File: src/bapq_pkg.sv
`timescale 1ns / 1ps

package bapq_pkg;

  localparam int PALETTE_SIZE      = 16;
  localparam int MAX_WINDOW_PIXELS = 256;

  localparam int PIX_W            = 16;
  localparam int CH_W             = 5;
  localparam int CH_MAX           = 31;
  localparam int IDX_W            = 4;
  localparam int DIST_W           = 15;
  localparam int SQ_W             = 2 * CH_W;
  localparam int CFG_W            = 64;
  localparam int CFG_IDX_W        = 2;
  localparam int PAL_WORDS        = 4;
  localparam int ENTRIES_PER_WORD = CFG_W / PIX_W;

  localparam int CNT_W  = $clog2(MAX_WINDOW_PIXELS + 1);
  localparam int SUM_W  = $clog2(CH_MAX * MAX_WINDOW_PIXELS + 1);
  localparam int DIV_W  = (SUM_W > CNT_W + CH_W - 1) ? SUM_W : CNT_W + CH_W - 1;
  localparam int STEP_W = $clog2(CH_W);

  localparam logic [DIST_W-1:0] DIST_INIT = DIST_W'(32767);

  typedef struct packed {
    logic [PIX_W-1:0] pixel;
    logic             direct;
    logic             last;
  } in_word_t;

  typedef struct packed {
    logic [IDX_W-1:0] palette_index;
    logic [PIX_W-1:0] average_color;
  } out_word_t;

  typedef struct packed {
    logic [CH_W-1:0] g;
    logic [CH_W-1:0] r;
    logic [CH_W-1:0] b;
  } rgb_t;

  typedef struct packed {
    logic              vld;
    rgb_t              col;
    logic [IDX_W-1:0]  best;
    logic [DIST_W-1:0] score;
  } cell_bus_t;

  typedef enum logic [1:0] {
    ST_IDLE,
    ST_DIV,
    ST_WAIT,
    ST_SEARCH
  } state_t;

  function automatic rgb_t pix_rgb(input logic [PIX_W-1:0] p);
    return rgb_t'(p[PIX_W-1:1]);
  endfunction

endpackage

File: src/bapq_cell.sv
`timescale 1ns / 1ps

module bapq_cell
  import bapq_pkg::*;
(
  input  logic             clk,
  input  logic             rst_n,
  input  logic [IDX_W-1:0] cell_idx,
  input  logic [PIX_W-1:0] entry,
  input  cell_bus_t        up,
  output cell_bus_t        down
);

  function automatic logic [SQ_W-1:0] sq_diff(input logic [CH_W-1:0] a,
                                              input logic [CH_W-1:0] b);
    logic [CH_W-1:0] d;
    d = (a > b) ? (a - b) : (b - a);
    return SQ_W'(d) * SQ_W'(d);
  endfunction

  rgb_t              pal;
  logic [DIST_W-1:0] cand;
  logic              vld_r;
  rgb_t              col_r;
  logic [IDX_W-1:0]  best_r;
  logic [IDX_W-1:0]  best_nxt;
  logic [DIST_W-1:0] score_r;
  logic [DIST_W-1:0] score_nxt;

  always_comb begin
    pal  = pix_rgb(entry);
    cand = DIST_W'(sq_diff(up.col.b, pal.b)) + DIST_W'(sq_diff(up.col.r, pal.r))
         + DIST_W'(sq_diff(up.col.g, pal.g));
    best_nxt  = up.best;
    score_nxt = up.score;
    if (cand < up.score) begin
      best_nxt  = cell_idx;
      score_nxt = cand;
    end
  end

  always_ff @(posedge clk) begin
    if (!rst_n) begin
      vld_r <= 1'b0;
    end else begin
      vld_r <= up.vld;
    end
  end

  always_ff @(posedge clk) begin
    col_r   <= up.col;
    best_r  <= best_nxt;
    score_r <= score_nxt;
  end

  assign down.vld   = vld_r;
  assign down.col   = col_r;
  assign down.best  = best_r;
  assign down.score = score_r;

endmodule

File: src/bapq_div.sv
`timescale 1ns / 1ps

module bapq_div
  import bapq_pkg::*;
(
  input  logic             clk,
  input  logic             rst_n,
  input  logic             start,
  input  logic [CNT_W-1:0] count,
  input  logic [SUM_W-1:0] sum_b,
  input  logic [SUM_W-1:0] sum_r,
  input  logic [SUM_W-1:0] sum_g,
  output logic             done,
  output rgb_t             quot
);

  logic              busy_r;
  logic              done_r;
  logic [STEP_W-1:0] step_r;
  logic [CNT_W-1:0]  cnt_r;
  logic [DIV_W-1:0]  rem_r   [3];
  logic [DIV_W-1:0]  rem_nxt [3];
  logic [CH_W-1:0]   q_r     [3];
  logic [CH_W-1:0]   q_nxt   [3];
  logic [DIV_W-1:0]  trial;

  always_comb begin
    trial = DIV_W'(cnt_r) << step_r;
    for (int c = 0; c < 3; c++) begin
      rem_nxt[c] = rem_r[c];
      q_nxt[c]   = q_r[c];
      if (rem_r[c] >= trial) begin
        rem_nxt[c]       = rem_r[c] - trial;
        q_nxt[c][step_r] = 1'b1;
      end
    end
  end

  always_ff @(posedge clk) begin
    if (!rst_n) begin
      busy_r <= 1'b0;
      done_r <= 1'b0;
    end else begin
      done_r <= busy_r && (step_r == '0);
      if (start) begin
        busy_r <= 1'b1;
      end else if (busy_r && (step_r == '0)) begin
        busy_r <= 1'b0;
      end
    end
  end

  always_ff @(posedge clk) begin
    if (start) begin
      step_r   <= STEP_W'(CH_W - 1);
      cnt_r    <= count;
      rem_r[0] <= DIV_W'(sum_b);
      rem_r[1] <= DIV_W'(sum_r);
      rem_r[2] <= DIV_W'(sum_g);
      for (int c = 0; c < 3; c++) begin
        q_r[c] <= '0;
      end
    end else if (busy_r) begin
      step_r <= step_r - STEP_W'(1);
      for (int c = 0; c < 3; c++) begin
        rem_r[c] <= rem_nxt[c];
        q_r[c]   <= q_nxt[c];
      end
    end
  end

  assign done   = done_r;
  assign quot.b = q_r[0];
  assign quot.r = q_r[1];
  assign quot.g = q_r[2];

endmodule

File: src/box_average_palette_quantizer_top.sv
`timescale 1ns / 1ps

// Averages the pixels of a downscaling window and maps the average to the
// nearest of sixteen palette colours held in four 64-bit registers.
// Source words arrive on the in_ channel, one pixel each; results leave on
// the out_ channel, one word per window or per direct pixel.
// Pixels that are neither last nor direct are added to the window sums.
// After a last word the average is formed in the iterative divider, then
// searched in the chain of comparison cells once the output register is
// free; a direct word skips the divider. The input is stalled while a
// window end or direct word is processed, so the next word is accepted
// only after its search has finished. A finished result waits in the
// output register while new pixels of the next window are accepted; the
// next search is held back until it is taken. Palette registers must be
// written through the cfg_ port only while the block is idle, which the
// block does not enforce. Reset clears palette, window sums, pending result.

module box_average_palette_quantizer_top
  import bapq_pkg::*;
(
  input  logic                 clk,
  input  logic                 rst_n,
  input  logic                 in_valid,
  output logic                 in_stall,
  input  in_word_t             in_word,
  output logic                 out_valid,
  input  logic                 out_stall,
  output out_word_t            out_word,
  input  logic                 cfg_wr_en,
  input  logic [CFG_IDX_W-1:0] cfg_index,
  input  logic [CFG_W-1:0]     cfg_data
);

  state_t            state_r;
  state_t            state_nxt;
  logic [CFG_W-1:0]  palette_r [PAL_WORDS];
  logic [SUM_W-1:0]  sum_b_r;
  logic [SUM_W-1:0]  sum_r_r;
  logic [SUM_W-1:0]  sum_g_r;
  logic [CNT_W-1:0]  cnt_r;
  logic [SUM_W-1:0]  sum_b_nxt;
  logic [SUM_W-1:0]  sum_r_nxt;
  logic [SUM_W-1:0]  sum_g_nxt;
  logic [CNT_W-1:0]  cnt_nxt;
  rgb_t              px;
  logic              in_acc;
  logic              div_start;
  logic              div_done;
  rgb_t              div_quot;
  logic              launch;
  rgb_t              srch_col_r;
  logic [PIX_W-1:0]  key_r;
  logic              out_vld_r;
  out_word_t         out_word_r;
  cell_bus_t         chain [PALETTE_SIZE+1];

  assign px     = pix_rgb(in_word.pixel);
  assign in_acc = in_valid && !in_stall;

  always_comb begin
    sum_b_nxt = sum_b_r;
    sum_r_nxt = sum_r_r;
    sum_g_nxt = sum_g_r;
    cnt_nxt   = cnt_r;
    if (cnt_r < CNT_W'(MAX_WINDOW_PIXELS)) begin
      sum_b_nxt = sum_b_r + SUM_W'(px.b);
      sum_r_nxt = sum_r_r + SUM_W'(px.r);
      sum_g_nxt = sum_g_r + SUM_W'(px.g);
      cnt_nxt   = cnt_r + CNT_W'(1);
    end
  end

  assign div_start = in_acc && !in_word.direct && in_word.last;

  always_comb begin
    state_nxt = state_r;
    unique case (state_r)
      ST_IDLE: begin
        if (in_acc && in_word.direct) begin
          state_nxt = ST_WAIT;
        end else if (div_start) begin
          state_nxt = ST_DIV;
        end
      end
      ST_DIV: begin
        if (div_done) begin
          state_nxt = ST_WAIT;
        end
      end
      ST_WAIT: begin
        if (!out_vld_r) begin
          state_nxt = ST_SEARCH;
        end
      end
      ST_SEARCH: begin
        if (chain[PALETTE_SIZE].vld) begin
          state_nxt = ST_IDLE;
        end
      end
      default: state_nxt = ST_IDLE;
    endcase
  end

  always_comb begin
    in_stall = 1'b1;
    launch   = 1'b0;
    unique case (state_r)
      ST_IDLE:   in_stall = 1'b0;
      ST_DIV:    in_stall = 1'b1;
      ST_WAIT:   launch   = !out_vld_r;
      ST_SEARCH: in_stall = 1'b1;
      default:   in_stall = 1'b1;
    endcase
  end

  always_ff @(posedge clk) begin
    if (!rst_n) begin
      state_r   <= ST_IDLE;
      sum_b_r   <= '0;
      sum_r_r   <= '0;
      sum_g_r   <= '0;
      cnt_r     <= '0;
      out_vld_r <= 1'b0;
      for (int w = 0; w < PAL_WORDS; w++) begin
        palette_r[w] <= '0;
      end
    end else begin
      state_r <= state_nxt;
      if (cfg_wr_en) begin
        palette_r[cfg_index] <= cfg_data;
      end
      if (in_acc) begin
        if (in_word.direct || in_word.last) begin
          sum_b_r <= '0;
          sum_r_r <= '0;
          sum_g_r <= '0;
          cnt_r   <= '0;
        end else begin
          sum_b_r <= sum_b_nxt;
          sum_r_r <= sum_r_nxt;
          sum_g_r <= sum_g_nxt;
          cnt_r   <= cnt_nxt;
        end
      end
      if (chain[PALETTE_SIZE].vld) begin
        out_vld_r <= 1'b1;
      end else if (out_vld_r && !out_stall) begin
        out_vld_r <= 1'b0;
      end
    end
  end

  always_ff @(posedge clk) begin
    if (in_acc && in_word.direct) begin
      srch_col_r <= px;
      key_r      <= in_word.pixel;
    end else if ((state_r == ST_DIV) && div_done) begin
      srch_col_r <= div_quot;
      key_r      <= {div_quot, 1'b0};
    end
    if (chain[PALETTE_SIZE].vld) begin
      out_word_r.palette_index <= (key_r <= PIX_W'(1)) ? '0 : chain[PALETTE_SIZE].best;
      out_word_r.average_color <= key_r;
    end
  end

  bapq_div u_div (
    .clk   (clk),
    .rst_n (rst_n),
    .start (div_start),
    .count (cnt_nxt),
    .sum_b (sum_b_nxt),
    .sum_r (sum_r_nxt),
    .sum_g (sum_g_nxt),
    .done  (div_done),
    .quot  (div_quot)
  );

  assign chain[0].vld   = launch;
  assign chain[0].col   = srch_col_r;
  assign chain[0].best  = '0;
  assign chain[0].score = DIST_INIT;

  for (genvar k = 0; k < PALETTE_SIZE; k++) begin : g_cell
    bapq_cell u_cell (
      .clk      (clk),
      .rst_n    (rst_n),
      .cell_idx (IDX_W'(k)),
      .entry    (palette_r[k / ENTRIES_PER_WORD][PIX_W * (k % ENTRIES_PER_WORD) +: PIX_W]),
      .up       (chain[k]),
      .down     (chain[k+1])
    );
  end

  assign out_valid = out_vld_r;
  assign out_word  = out_word_r;

endmodule
File: config.mk
export PLATFORM = sky130hd
export DESIGN_NAME = box_average_palette_quantizer_top
export DESIGN_NICKNAME = d
export VERILOG_FILES = /design/src/bapq_pkg.sv /design/src/bapq_cell.sv /design/src/bapq_div.sv /design/src/box_average_palette_quantizer_top.sv
export SDC_FILE = /design/constraint.sdc
export NUM_CORES = 2
export LEC_CHECK = 0
export ABC_AREA = 0
export BUFFER_PORTS_ARGS = -buffer_cell sky130_fd_sc_hd__buf_2
export CAP_MARGIN = 10
export CORE_MARGIN = 2
export CORE_UTILIZATION = 50
export CTS_CLUSTER_SIZE = 20
export DETAILED_ROUTE_END_ITERATION = 7
export PLACE_DENSITY = 0.75
export SYNTH_ARGS = -nofsm -noshare
export SYNTH_HDL_FRONTEND = slang
export SYNTH_SLANG_ARGS = --single-unit
File: constraint.sdc
create_clock -name clk -period 10.96 [get_ports clk]
set_input_delay 0.548 -clock clk [delete_from_list [all_inputs] [get_ports clk]]
set_output_delay 0.548 -clock clk [all_outputs]
set_load 0.03 [all_outputs]
==> reports/results.txt <==
GRT Util Overall: 24.1%
Worst Tran Pin Value: 969 ps
Total I/O pin count: 111
Core area: 167000 sq um
Final ANT Viol Nets: 0
Accumulated negative setup slack: 0 ps
Antenna violations before repair: 38
Final Non-Filler Cells: 11214
Clock sink total: 865
Prevailing post-synth register cell: dfxtp_1
CTS Root Cell: clkbuf_16
Sequential area share after synthesis: 24.6%
YS warnings: 0
Cell Area, Synth: 84200 sq um
Worst reg2reg endpoint: g_cell[2].u_cell.score_r[11]
Setup violations, final: 0
Initial Utilization: 50.4%
Stages on worst setup path: 33
Drt first-iter violations: 4043
Reg2reg path depth: 33
Max FO, Critical Path: 14
Crit. End Element: flop
CP startpoint kind: flop
Pins over their slew limit: 0
Commonest cells after routing, fill and taps aside: 1621 x inv_1, 1429 x ha_1, 805 x nor2_1
CTS tree: built
Post-synth EDFFs: 339
DIE HEIGHT: 414 microns
Die ar.: 172000 sq um
Die W: 414 microns
Routed vias/inst: 5.44
Status: complete, no violations
Worst EP required: 11570 ps
Slew headroom: 35.2%
Avg Cell Area, Syn: 9.60 sq um
Slowest stage delay, CP: 590 ps
R2R Setup Slk: 560 ps
H-tree levels: 3
Share of layout cells above drive strength 1: 6.33%
Worst-path clk slew: 60 ps
Hold Path Class: input pin to flop
Congestion Overflow GR: 0
Reg2Reg Launch Point: g_cell[1].u_cell.down[24]
Rows: 150
Placed wire-length estimate: 167000 microns
Clock Tree Buf Depth: 3
Post-CTS Setup Bufs: 0
CP max stage cell: fa_1
Number of buffers added on ports: 106
Commonest non-fill, non-tap cell in the layout: inv_1
Routability congestion estimate: 0.938
Worst clock skew: 39.8 ps
Maxcap violations: 0
Via count: 60974
Synth async-reset ratio: 0%
Cell mode on critical path: fa_1
Unrepaired setup endpoints after global routing: false
Max Clk Rate: 96.1 MHz
Crit Path Category: flop to flop
Drt total wl: 208000 microns
# placed instances: 10987
Min-delay src: in_word[2]
Bufs and invs on worst path: 6
Yosys reg bits: 865
Post-layout instance area: 90600 sq um
Post-placement cell area: 87200 sq um
Hold EP: key_r[0]
Detailed Routing Iterations Pass 1: 5
Fillcell total: 14458
Area growth from synthesis to layout: 7.59%
Final period util: 94.9%
Largest net degree at the start of global routing: 74
CTS Buf Count: 98
Count of cell types in the netlist: 84
Synth Instances: 8771
Worst Hold Path Cells: 3
Period minus WS final: 10400 ps
First-pass GRT wire length: 331000 microns
Nets: 11017
Largest delay share family, worst path: adder cells
Vias in the first global route: 62122
Mapped Nets: 10903
Clock latency on the worst-skew pair: 760 ps
Hold Violations, Final: 0
Critical path arrival: 11020 ps
DR WL/cell: 18.5 microns
Residual DRC: 0
[layout make-up]
cell class	count	area (sq um)	area share, %
clock inverters	60	606	0.668
diodes	42	105	0.116
flip-flops and latches	865	20700	22.9
inverters	1622	6090	6.72
well taps	2204	2760	3.04
repair buffers	138	777	0.858
multi-input cells	6160	56900	62.8
clock buffers	123	2690	2.97
[worst register-to-register path, delay by kind of cell, from the launching register on]
family / cells / cell delay [ps]
mux: 2 / 660
compound gates: 10 / 2110
xor+xnor: 3 / 940
flops: 1 / 390
buf+inv: 6 / 680
fa+ha+maj: 12 / 5460
[sequential cells by signal (all words and copies together) (netlist names), 15 cells and up]
signal / count
u_div.rem_r: 39
g_cell.u_cell.best_r: 49
g_cell.u_cell.vld_r: 16
u_div.q_r: 15
g_cell.u_cell.down: 225
out_word: 20
g_cell.u_cell.score_r: 180
palette_r: 240
[logic make-up (layout without fill, tap and decap cells)]
| kind of cell | count (synthesis) | in the layout | synth area share (%) |
|---|---|---|---|
| other cells | 0 | 42 | 0 |
| fa+ha+maj | 2043 | 2043 | 35.8 |
| xor+xnor | 419 | 419 | 4.38 |
| simple gates | 1916 | 1916 | 11.0 |
| mux | 406 | 406 | 5.22 |
| flops | 865 | 865 | 24.6 |
| compound gates | 1376 | 1376 | 11.1 |
| buf+inv | 1746 | 1943 | 7.92 |
[per-layer routing]
| metal | vias up | track usage (%) | wire length, microns |
|---|---|---|---|
| li1 | 29343 | - | - |
| met1 | 29458 | 31.0 | 88700 |
| met2 | 1691 | 40.1 | 96300 |
| met3 | 472 | 3.72 | 12500 |
| met4 | 10 | 11.1 | 10200 |
| met5 | - | 0 | 56 |
[cells in the mapped netlist, types with 19 or more instances]
master / n / area [sq um]
a21o_1: 234 / 1760
o31ai_1: 30 / 225
mux2_4: 27 / 405
o41ai_1: 35 / 307
dfxtp_1: 526 / 10500
nor3_1: 91 / 455
fa_1: 614 / 12300
inv_1: 1621 / 6080
edfxtp_1: 339 / 10200
o211ai_1: 19 / 143
a211oi_1: 49 / 368
buf_2: 39 / 195
o21bai_1: 85 / 638
nor2b_1: 116 / 726
nand4_1: 49 / 307
o21a_1: 115 / 863
a21oi_1: 391 / 1960
xor2_1: 93 / 815
mux2i_1: 232 / 2320
mux2_2: 146 / 1640
nand3_1: 42 / 210
a31oi_1: 26 / 163
and3_1: 83 / 519
nand2_1: 262 / 983
a21oi_2: 20 / 175
ha_1: 1429 / 17900
and2_1: 214 / 1340
nand2b_1: 163 / 1020
o31a_1: 33 / 289
o21ai_0: 177 / 886
nor2_1: 805 / 3020
clkbuf_1: 64 / 240
a22oi_1: 23 / 173
xnor2_1: 323 / 2830
o2111ai_1: 22 / 193
[repair_timing]
action	4_1_cts	5_1_grt
gates resized for setup	0	2
endpoints found under the hold margin	1	0
hold buffers	1	0
setup endpoints to repair	0	16
[through the flow]
stage / setup slack [ps] / utilization, % / hold slack (ps)
after floorplan: 1550 / - / 337
after global placement: 619 / 52.1 / 346
after detailed placement: 375 / 52.1 / 349
after CTS: 259 / 54.1 / 25.0
after global routing: 23.6 / 54.1 / 73.2
final: 555 / 54.2 / 87.1
[worst max-delay path by stage]
stage / startpoint / endpoint / slack, ps
CTS: g_cell[2].u_cell.down[25] / g_cell[3].u_cell.score_r[2] / 260
global route: g_cell[1].u_cell.down[24] / g_cell[2].u_cell.score_r[4] / 20
detailed placement: g_cell[2].u_cell.down[25] / g_cell[3].u_cell.score_r[2] / 380
finish: g_cell[1].u_cell.down[24] / g_cell[2].u_cell.score_r[11] / 560
global placement: g_cell[2].u_cell.down[25] / g_cell[3].u_cell.score_r[4] / 620
floorplan: palette_r[2][24] / g_cell[9].u_cell.score_r[10] / 1550
Power is left out: the tool's default activity adds up to more than one toggle a clock period on the data nets, which glitch-free logic cannot reach.
